$ cat src/rtl/core/lsg_pkg.sv
// ---------------------------------------------------------------------------
// lsg_pkg
// Shared types and constants for the sum-of-twelve Gaussian noise generator.
// ---------------------------------------------------------------------------
package lsg_pkg;

    // Data widths
    localparam int WORD_W   = 32;
    localparam int SAMPLE_W = 36;
    localparam int DRAW_U_W = 24;

    // Run length and draw count
    localparam int MAX_RUN          = 64;
    localparam int RUN_W            = 7;
    localparam int DRAWS_PER_SAMPLE = 12;
    localparam int DRAW_W           = 4;

    // Request queue between front and back
    localparam int QUEUE_DEPTH = 2;
    localparam int QPTR_W      = 1;

    // Configuration port
    localparam int CFG_IDX_W = 3;

    // Six in fixed point with 32 fraction bits
    localparam logic [SAMPLE_W-1:0] SIX_UNITS = 36'h6_0000_0000;

    // Reset values of the configuration registers
    localparam logic [WORD_W-1:0] MULT_MAIN_RST   = 32'd1664525;
    localparam logic [WORD_W-1:0] INCR_MAIN_RST   = 32'd1013904223;
    localparam logic [WORD_W-1:0] MULT_SECOND_RST = 32'd69069;
    localparam logic [WORD_W-1:0] INCR_SECOND_RST = 32'd3;
    localparam logic [WORD_W-1:0] SEED_RST        = 32'd0;

    // Generator modes
    localparam logic MODE_COMBINED = 1'b0;
    localparam logic MODE_SINGLE   = 1'b1;

    // Register indexes
    typedef enum logic [CFG_IDX_W-1:0] {
        REG_MODE        = 3'd0,
        REG_MULT_MAIN   = 3'd1,
        REG_INCR_MAIN   = 3'd2,
        REG_MULT_SECOND = 3'd3,
        REG_INCR_SECOND = 3'd4,
        REG_SEED_MAIN   = 3'd5,
        REG_SEED_SECOND = 3'd6,
        REG_SKIP_SEED   = 3'd7
    } cfg_index_t;

    // Back-end sequencer states
    typedef enum logic [1:0] {
        B_IDLE,
        B_MUL,
        B_ADD,
        B_EMIT
    } back_state_t;

    // Generator coefficients
    typedef struct packed {
        logic              mode;
        logic [WORD_W-1:0] mult_main;
        logic [WORD_W-1:0] incr_main;
        logic [WORD_W-1:0] mult_second;
        logic [WORD_W-1:0] incr_second;
    } gen_cfg_t;

    // State word reload strobes
    typedef struct packed {
        logic              load_main;
        logic              load_second;
        logic              load_skip;
        logic [WORD_W-1:0] value;
    } seed_load_t;

    // Queue status
    typedef struct packed {
        logic full;
        logic empty;
    } queue_status_t;

endpackage

$ cat src/rtl/core/lsg_regs.sv
// ---------------------------------------------------------------------------
// lsg_regs
// Configuration register file; seed writes are forwarded as reload strobes.
// ---------------------------------------------------------------------------
module lsg_regs
    import lsg_pkg::*;
(
    input  logic                 aclk,
    input  logic                 aresetn,
    input  logic                 cfg_write,
    input  logic [CFG_IDX_W-1:0] cfg_index,
    input  logic [WORD_W-1:0]    cfg_data,
    output gen_cfg_t             gen_cfg,
    output seed_load_t           seed_load
);

    gen_cfg_t gen_cfg_reg;
    gen_cfg_t gen_cfg_next;

    // Coefficient writes
    always_comb begin
        gen_cfg_next = gen_cfg_reg;
        if (cfg_write) begin
            case (cfg_index_t'(cfg_index))
                REG_MODE:        gen_cfg_next.mode        = cfg_data[0];
                REG_MULT_MAIN:   gen_cfg_next.mult_main   = cfg_data;
                REG_INCR_MAIN:   gen_cfg_next.incr_main   = cfg_data;
                REG_MULT_SECOND: gen_cfg_next.mult_second = cfg_data;
                REG_INCR_SECOND: gen_cfg_next.incr_second = cfg_data;
                default:         gen_cfg_next = gen_cfg_reg;
            endcase
        end
    end

    always_ff @(posedge aclk) begin
        if (!aresetn) begin
            gen_cfg_reg.mode        <= MODE_COMBINED;
            gen_cfg_reg.mult_main   <= MULT_MAIN_RST;
            gen_cfg_reg.incr_main   <= INCR_MAIN_RST;
            gen_cfg_reg.mult_second <= MULT_SECOND_RST;
            gen_cfg_reg.incr_second <= INCR_SECOND_RST;
        end else begin
            gen_cfg_reg <= gen_cfg_next;
        end
    end

    // Seed writes reload the generator state directly
    always_comb begin
        seed_load.load_main   = cfg_write && (cfg_index_t'(cfg_index) == REG_SEED_MAIN);
        seed_load.load_second = cfg_write && (cfg_index_t'(cfg_index) == REG_SEED_SECOND);
        seed_load.load_skip   = cfg_write && (cfg_index_t'(cfg_index) == REG_SKIP_SEED);
        seed_load.value       = cfg_data;
    end

    assign gen_cfg = gen_cfg_reg;

endmodule

$ cat src/rtl/core/lsg_front.sv
// ---------------------------------------------------------------------------
// lsg_front
// Request intake: drops empty runs, clamps long runs, feeds the queue.
// ---------------------------------------------------------------------------
module lsg_front
    import lsg_pkg::*;
(
    input  logic             s_valid,
    output logic             s_ready,
    input  logic [RUN_W-1:0] s_sample_count,
    input  queue_status_t    q_status,
    output logic             push,
    output logic [RUN_W-1:0] push_count
);

    localparam logic [RUN_W-1:0] RUN_MAX = RUN_W'(MAX_RUN);

    logic empty_run;

    // Classify the request
    always_comb begin
        empty_run  = (s_sample_count == '0);
        push_count = (s_sample_count > RUN_MAX) ? RUN_MAX : s_sample_count;
    end

    // Empty runs are taken and discarded
    assign s_ready = !q_status.full;
    assign push    = s_valid && !q_status.full && !empty_run;

endmodule

$ cat src/rtl/core/lsg_queue.sv
// ---------------------------------------------------------------------------
// lsg_queue
// Short FIFO of run lengths between the front and back ends.
// ---------------------------------------------------------------------------
module lsg_queue
    import lsg_pkg::*;
(
    input  logic             aclk,
    input  logic             aresetn,
    input  logic             push,
    input  logic [RUN_W-1:0] push_count,
    input  logic             pop,
    output logic [RUN_W-1:0] pop_count,
    output queue_status_t    q_status
);

    logic [RUN_W-1:0]  mem_reg [QUEUE_DEPTH];
    logic [QPTR_W-1:0] wr_ptr_reg;
    logic [QPTR_W-1:0] wr_ptr_next;
    logic [QPTR_W-1:0] rd_ptr_reg;
    logic [QPTR_W-1:0] rd_ptr_next;
    logic [QPTR_W:0]   fill_reg;
    logic [QPTR_W:0]   fill_next;

    // Pointer and fill bookkeeping
    always_comb begin
        wr_ptr_next = push ? wr_ptr_reg + 1'b1 : wr_ptr_reg;
        rd_ptr_next = pop ? rd_ptr_reg + 1'b1 : rd_ptr_reg;
        fill_next   = fill_reg;
        if (push && !pop) begin
            fill_next = fill_reg + 1'b1;
        end else if (pop && !push) begin
            fill_next = fill_reg - 1'b1;
        end
    end

    always_ff @(posedge aclk) begin
        if (!aresetn) begin
            wr_ptr_reg <= '0;
            rd_ptr_reg <= '0;
            fill_reg   <= '0;
        end else begin
            wr_ptr_reg <= wr_ptr_next;
            rd_ptr_reg <= rd_ptr_next;
            fill_reg   <= fill_next;
        end
    end

    // Storage
    always_ff @(posedge aclk) begin
        if (push) begin
            mem_reg[wr_ptr_reg] <= push_count;
        end
    end

    assign pop_count      = mem_reg[rd_ptr_reg];
    assign q_status.full  = (fill_reg == (QPTR_W+1)'(QUEUE_DEPTH));
    assign q_status.empty = (fill_reg == '0);

endmodule

$ cat src/rtl/core/lsg_back.sv
// ---------------------------------------------------------------------------
// lsg_back
// Generator sequencer: steps the LCGs twelve times per sample, accumulates
// the draws and hands each finished sample to the output register.
// ---------------------------------------------------------------------------
module lsg_back
    import lsg_pkg::*;
(
    input  logic                aclk,
    input  logic                aresetn,
    input  gen_cfg_t            gen_cfg,
    input  seed_load_t          seed_load,
    input  queue_status_t       q_status,
    input  logic [RUN_W-1:0]    pop_count,
    output logic                pop,
    output logic                m_valid,
    input  logic                m_ready,
    output logic [SAMPLE_W-1:0] m_sample,
    output logic                m_last
);

    localparam logic [DRAW_W-1:0] LAST_DRAW = DRAW_W'(DRAWS_PER_SAMPLE - 1);

    back_state_t state_reg;
    back_state_t state_next;

    logic [WORD_W-1:0]   main_reg,      main_next;
    logic [WORD_W-1:0]   second_reg,    second_next;
    logic [WORD_W-1:0]   skip_reg,      skip_next;
    logic [WORD_W-1:0]   prod_main_reg, prod_main_next;
    logic [WORD_W-1:0]   prod_sec_reg,  prod_sec_next;
    logic [SAMPLE_W-1:0] acc_reg,       acc_next;
    logic [DRAW_W-1:0]   draw_reg,      draw_next;
    logic [RUN_W-1:0]    left_reg,      left_next;
    logic [SAMPLE_W-1:0] out_sample_reg, out_sample_next;
    logic                out_last_reg,   out_last_next;
    logic                out_valid_reg,  out_valid_next;

    logic                  can_load;
    logic [WORD_W-1:0]     main_new;
    logic [WORD_W-1:0]     sec_new;
    logic [WORD_W-1:0]     diff;
    logic                  skip_hit;
    logic [DRAW_U_W-1:0]   draw_u;
    logic [SAMPLE_W-1:0]   sample_val;

    assign can_load = !out_valid_reg || m_ready;

    // Draw arithmetic on the registered products
    always_comb begin
        main_new = prod_main_reg + gen_cfg.incr_main;
        sec_new  = prod_sec_reg + gen_cfg.incr_second;
        diff     = main_new - sec_new;
        skip_hit = (sec_new == skip_reg);
        draw_u   = {diff[WORD_W-1:9], 1'b1};
        if (gen_cfg.mode == MODE_SINGLE) begin
            sample_val = acc_reg - SIX_UNITS;
        end else begin
            sample_val = SIX_UNITS - {acc_reg[SAMPLE_W-9:0], 8'd0};
        end
    end

    // Next state
    always_comb begin
        state_next = state_reg;
        case (state_reg)
            B_IDLE: begin
                if (!q_status.empty) begin
                    state_next = B_MUL;
                end
            end
            B_MUL: begin
                state_next = B_ADD;
            end
            B_ADD: begin
                if (draw_reg == LAST_DRAW) begin
                    state_next = B_EMIT;
                end else begin
                    state_next = B_MUL;
                end
            end
            B_EMIT: begin
                if (can_load) begin
                    state_next = (left_reg == RUN_W'(1)) ? B_IDLE : B_MUL;
                end
            end
            default: state_next = B_IDLE;
        endcase
    end

    // Datapath and outputs
    always_comb begin
        pop             = 1'b0;
        main_next       = main_reg;
        second_next     = second_reg;
        skip_next       = skip_reg;
        prod_main_next  = prod_main_reg;
        prod_sec_next   = prod_sec_reg;
        acc_next        = acc_reg;
        draw_next       = draw_reg;
        left_next       = left_reg;
        out_sample_next = out_sample_reg;
        out_last_next   = out_last_reg;
        out_valid_next  = out_valid_reg && !m_ready;

        case (state_reg)
            B_IDLE: begin
                if (!q_status.empty) begin
                    pop       = 1'b1;
                    left_next = pop_count;
                    acc_next  = '0;
                    draw_next = '0;
                end
            end
            B_MUL: begin
                prod_main_next = main_reg * gen_cfg.mult_main;
                prod_sec_next  = second_reg * gen_cfg.mult_second;
            end
            B_ADD: begin
                main_next = main_new;
                draw_next = draw_reg + 1'b1;
                if (gen_cfg.mode == MODE_SINGLE) begin
                    acc_next = acc_reg + {{(SAMPLE_W-WORD_W){1'b0}}, main_new};
                end else begin
                    acc_next = acc_reg + {{(SAMPLE_W-DRAW_U_W){1'b0}}, draw_u};
                    if (skip_hit) begin
                        second_next = sec_new + 1'b1;
                        skip_next   = skip_reg + 1'b1;
                    end else begin
                        second_next = sec_new;
                    end
                end
            end
            B_EMIT: begin
                if (can_load) begin
                    out_sample_next = sample_val;
                    out_last_next   = (left_reg == RUN_W'(1));
                    out_valid_next  = 1'b1;
                    left_next       = left_reg - 1'b1;
                    acc_next        = '0;
                    draw_next       = '0;
                end
            end
            default: begin
                pop = 1'b0;
            end
        endcase

        // Seed reloads; the user must write seeds only while idle, the block itself does not enforce it
        if (seed_load.load_main) begin
            main_next = seed_load.value;
        end
        if (seed_load.load_second) begin
            second_next = seed_load.value;
        end
        if (seed_load.load_skip) begin
            skip_next = seed_load.value;
        end
    end

    // Control and generator state
    always_ff @(posedge aclk) begin
        if (!aresetn) begin
            state_reg     <= B_IDLE;
            out_valid_reg <= 1'b0;
            main_reg      <= SEED_RST;
            second_reg    <= SEED_RST;
            skip_reg      <= SEED_RST;
        end else begin
            state_reg     <= state_next;
            out_valid_reg <= out_valid_next;
            main_reg      <= main_next;
            second_reg    <= second_next;
            skip_reg      <= skip_next;
        end
    end

    // Payload registers
    always_ff @(posedge aclk) begin
        prod_main_reg  <= prod_main_next;
        prod_sec_reg   <= prod_sec_next;
        acc_reg        <= acc_next;
        draw_reg       <= draw_next;
        left_reg       <= left_next;
        out_sample_reg <= out_sample_next;
        out_last_reg   <= out_last_next;
    end

    assign m_valid  = out_valid_reg;
    assign m_sample = out_sample_reg;
    assign m_last   = out_last_reg;

endmodule

$ cat src/rtl/core/lcg_sum12_gaussian_generator.sv
// ---------------------------------------------------------------------------
// lcg_sum12_gaussian_generator
// Approximate Gaussian noise source built from sums of twelve LCG draws.
// ---------------------------------------------------------------------------
// Each request on the s_ channel asks for a run of sample_count samples
// (zero gives nothing, counts above 64 give 64); samples leave on the m_
// channel as 36-bit two's complement values with 32 fraction bits, and the
// final sample of each run has m_last set. Each draw is handled in the back
// end first by the pair of 32x32 multipliers and then by the increment,
// combine and accumulate, and each finished sample is then handed to the
// output register. A two-entry request queue lets new requests be taken
// while a run is in progress. Configuration is written through the cfg_
// port, which is always ready; writes must only happen while no run is
// pending, and writing a seed register reloads the matching generator
// state word.
// ---------------------------------------------------------------------------
module lcg_sum12_gaussian_generator
    import lsg_pkg::*;
(
    input  logic                       aclk,
    input  logic                       aresetn,
    // Configuration write channel
    input  logic                       cfg_valid,
    output logic                       cfg_ready,
    input  logic [CFG_IDX_W-1:0]       cfg_index,
    input  logic [WORD_W-1:0]          cfg_data,
    // Request channel
    input  logic                       s_valid,
    output logic                       s_ready,
    input  logic [RUN_W-1:0]           s_sample_count,
    // Sample channel
    output logic                       m_valid,
    input  logic                       m_ready,
    output logic signed [SAMPLE_W-1:0] m_sample,
    output logic                       m_last
);

    gen_cfg_t            gen_cfg;
    seed_load_t          seed_load;
    queue_status_t       q_status;
    logic                push;
    logic [RUN_W-1:0]    push_count;
    logic                pop;
    logic [RUN_W-1:0]    pop_count;
    logic [SAMPLE_W-1:0] sample_bits;

    assign cfg_ready = 1'b1;

    // Register file
    lsg_regs u_regs (
        .aclk      (aclk),
        .aresetn   (aresetn),
        .cfg_write (cfg_valid && cfg_ready),
        .cfg_index (cfg_index),
        .cfg_data  (cfg_data),
        .gen_cfg   (gen_cfg),
        .seed_load (seed_load)
    );

    // Request intake
    lsg_front u_front (
        .s_valid        (s_valid),
        .s_ready        (s_ready),
        .s_sample_count (s_sample_count),
        .q_status       (q_status),
        .push           (push),
        .push_count     (push_count)
    );

    // Request queue
    lsg_queue u_queue (
        .aclk       (aclk),
        .aresetn    (aresetn),
        .push       (push),
        .push_count (push_count),
        .pop        (pop),
        .pop_count  (pop_count),
        .q_status   (q_status)
    );

    // Generator sequencer
    lsg_back u_back (
        .aclk      (aclk),
        .aresetn   (aresetn),
        .gen_cfg   (gen_cfg),
        .seed_load (seed_load),
        .q_status  (q_status),
        .pop_count (pop_count),
        .pop       (pop),
        .m_valid   (m_valid),
        .m_ready   (m_ready),
        .m_sample  (sample_bits),
        .m_last    (m_last)
    );

    assign m_sample = $signed(sample_bits);

endmodule

$ cat config.mk
export PLATFORM = sky130hd
export DESIGN_NAME = lcg_sum12_gaussian_generator
export DESIGN_NICKNAME = d
export VERILOG_FILES = /design/src/rtl/core/lsg_pkg.sv /design/src/rtl/core/lsg_regs.sv /design/src/rtl/core/lsg_front.sv /design/src/rtl/core/lsg_queue.sv /design/src/rtl/core/lsg_back.sv /design/src/rtl/core/lcg_sum12_gaussian_generator.sv
export SDC_FILE = /design/constraint.sdc
export NUM_CORES = 2
export LEC_CHECK = 0
export BUFFER_PORTS_ARGS = -buffer_cell sky130_fd_sc_hd__buf_4
export CAP_MARGIN = 20
export CORE_ASPECT_RATIO = 1.1
export CORE_MARGIN = 2
export CORE_UTILIZATION = 23
export CTS_BUF_LIST = sky130_fd_sc_hd__clkbuf_8
export DETAILED_ROUTE_END_ITERATION = 12
export PLACE_DENSITY = 0.35
export SLEW_MARGIN = 10
export SYNTH_ARGS = -nofsm -noshare
export SYNTH_HDL_FRONTEND = slang
export SYNTH_SLANG_ARGS = --single-unit
$ cat constraint.sdc
create_clock -name aclk -period 9 [get_ports aclk]
set_clock_uncertainty 0.15 [all_clocks]
set_input_delay 0.45 -clock aclk [delete_from_list [all_inputs] [get_ports aclk]]
set_output_delay 0.45 -clock aclk [all_outputs]
set_load 0.03 [all_outputs]
==> results.yml <==
floorplan:
  row_count: 186
  die-area_um2: 239400
  core_um2: 233900
  fp.dieW_um: 466.7
  initial_core_util_pct: 23.16
  die-height_um: 513.0
  ios: 87
logic_synthesis:
  async_flop_share_pct: 0
  synthTopCellsByArea: "fa_1, edfxtp_1, dfxtp_1, ha_1, nand2_1"
  synth_cells: 6199
  ys_ff_latch: 395
  yosys_warnings: 0
  yosysSeqAreaShare_pct: 17.59
  yosysTopAreaCellShare_pct: 30.27
  synth_area_um2: 54170
  syn_avg_cell_area_um2: 8.738
  synth_area_leader_cell: "fa_1"
  synthTopCellsByCount: "nand2_1, inv_1, fa_1"
  synth_top_flop_cell: "dfxtp_1"
  yosysMostFrequentCell: "nand2_1"
  ys_types: 95
  synth_edf_count: 162
  syn_nets: 7432
placed_design:
  numPortBuffers: 85
  dp_hpwl_um: 162600
  place.gp.congestion: 0.8432
  placed_cells: 9250
setup_path:
  crit_path_start_kind: "register"
  rr_startpoint: "u_regs.gen_cfg[37]"
  crit_path_end_kind: "register"
  worst-setup-path-type: "reg -> reg"
  r2r-end: "u_back.prod_sec_reg[31]"
  required_ns: 9.31
  rrSetupSlack_ns: 0.57
  worstRegToRegCells: 24
  cp_max_fo: 14
  critPathArrivalTime_ns: 8.73
sta:
  max_freq_mhz: 118.7
  timing.final.crit_share_pct: 93.62
  drv_slew: 0
  hold_viol_final: 0
  worst_slew_pin_slew_ns: 1.124
  setup_viol: 0
  slew_headroom_pct: 24.81
  period_needed_ns: 8.425
  hold_ws_ns: 0.05742
worst_hold_path:
  min_to: "u_regs.gen_cfg[0]"
  min_path_type: "in -> reg"
  min_path_cells: 2
  hold_start: "aresetn"
drt:
  vias: 42420
  wirelength_um: 208900
  drc: 0
  wl_per_cell_um: 22.11
  ant_nets: 0
  drt_iter0_markers: 2447
  firstDrtPassIters: 9
  vias_per_cell: 4.490
clock_network:
  clk_latency_ns: 0.73
  cts_root_buf: "clkbuf_8"
  cts.htree.levels: 3
  cts_buffer_depth: 3
  clk_pin_slew_ns: 0.07
  cts_tree: "yes"
  cts-buffers-inserted: 81
  cts.sinks: 395
  postCtsSetupRepairBufs: 0
pwr:
  p_seq_share_pct: 15.7
  p_sw_share_pct: 52.12
  vdd_drop_max_mv: 0.3208
  p_leak_uw: 0.02692
  comb_power_share_pct: 74.2
  intPower_uw: 9509
  switchingPower_uw: 10350
  fin_total_pwr_uw: 19860
  p_clk_share_pct: 10.1
  p_per_area_nw_per_um2: 325.0
grt:
  antenna_found_initial: 14
  grtUsageMet3_pct: 1.441
  met2_usage_pct: 30.60
  grt_start_max_net_pins: 75
  use_met1_pct: 23.39
  gr-usage-all-layers_pct: 17.48
  grt-ovfl-total: 0
  grt_pass1_wl_um: 311000
  grt_pass1_vias: 45320
  top_usage_layer: "met2"
status:
  status: "finished, final reports clean"
finish:
  syn_to_final_growth_pct: 12.80
  drive_gt1_share_pct: 7.334
  finalNonFillerCells: 9447
  final_nets: 7507
  utilization_pct: 26.13
  largest_register_ffs: 129
flow_run:
  maxCapViolCount: 0
cell type report:
cell class                 instances  area [um2]
antenna                            5       12.51
clock buffer                      89        1225
clock inverter                    60       430.4
fill                           25510      172800
inverter                         927        3482
multi-input combinational       4556       40040
sequential                       395        9535
tap                             3102        3881
timing repair buffer             313        2495
stage by stage:
| step | setup TNS [ns] | cell area (um2) | setup WS [ns] |
|---|---|---|---|
| 6_report | 0 | 61100 | 0.5746 |
| 5_1_grt | -0.06145 | 61100 | -0.03501 |
| 4_1_cts | 0 | 61000 | 0.03530 |
| 3_5_place_dp | 0 | 58940 | 0.1204 |
| 3_3_place_gp | -0.05279 | 58900 | -0.05279 |
| 2_1_floorplan | 0 | 54170 | 1.217 |
layout by cell type (no fill, tap or decap), types with 47 or more instances in the layout:
| master | count |
|---|---|
| nand2_1 | 1039 |
| inv_1 | 956 |
| fa_1 | 819 |
| and2_1 | 525 |
| ha_1 | 367 |
| xnor2_1 | 269 |
| buf_4 | 268 |
| a21oi_1 | 260 |
| dfxtp_1 | 230 |
| nor2_1 | 227 |
| o21ai_0 | 163 |
| edfxtp_1 | 162 |
| xor2_1 | 121 |
| nand3_1 | 120 |
| clkbuf_8 | 89 |
| nor3_1 | 67 |
| a21o_1 | 47 |
logic make-up after synthesis:
family	after synthesis	synth area share, %
and+or+nand+nor	2201	19.36
buffers and inverters	1248	8.692
adders and majority gates	1191	38.84
AOI/OAI and AO/OA	747	8.664
DFF	395	17.59
xor gates and xnor gates	393	6.405
muxes	23	0.4388
other	1	0.006923
layer usage:
layer	share of wire, %	wire, um	vias to the layer above
met5	0	0	-
met4	2.1	4398	0
met3	3.1	6563	171
met2	50	103900	768
met1	45	94010	21820
li1	-	-	19660
timing repair:
item	4_1_cts	5_1_grt
resized for setup	0	15
endpoints found under the hold margin	173	0
hold buffers	41	0
setup endpoints to repair	0	9
worst max-delay path, stage by stage (launching register included):
cell and delay, ns:
dfxtp_1 0.82, buf_4 0.37, nand2_1 0.12, fa_1 0.57, inv_1 0.06, fa_1 0.48, fa_1 0.52, inv_1 0.05
fa_1 0.47, inv_1 0.05, fa_1 0.48, fa_1 0.59, fa_1 0.44, fa_1 0.45, ha_1 0.38, a21o_1 0.19
a21oi_1 0.19, nand2_1 0.07, o211ai_1 0.25, a21boi_0 0.18, o21a_1 0.21, or4_1 0.44, a31o_2 0.26, a21oi_1 0.24
xnor2_1 0.09
power by group through the flow:
stage                     clock, uW  sequential (uW)  combinational (uW)
after floorplan                   0             2800               10100
after global placement            0             3160               14900
after detailed placement          0             3150               14900
after CTS                      2070             3120               15000
after global routing           2140             3150               16500
final                          2000             3110               14700
worst max path at each step:
stage	from	end	slack, ns
finish	u_regs.gen_cfg[37]	u_back.prod_sec_reg[31]	0.57
global route	u_back.prod_sec_reg[0]	u_back.acc_reg[34]	-0.04
CTS	u_back.prod_main_reg[0]	u_back.acc_reg[35]	0.04
detailed placement	u_back.prod_main_reg[0]	u_back.acc_reg[35]	0.12
global placement	u_back.prod_main_reg[0]	u_back.acc_reg[35]	-0.05
floorplan	u_back.prod_sec_reg[0]	u_back.acc_reg[35]	1.22
No activity file was read; power rests on OpenSTA's default activity.
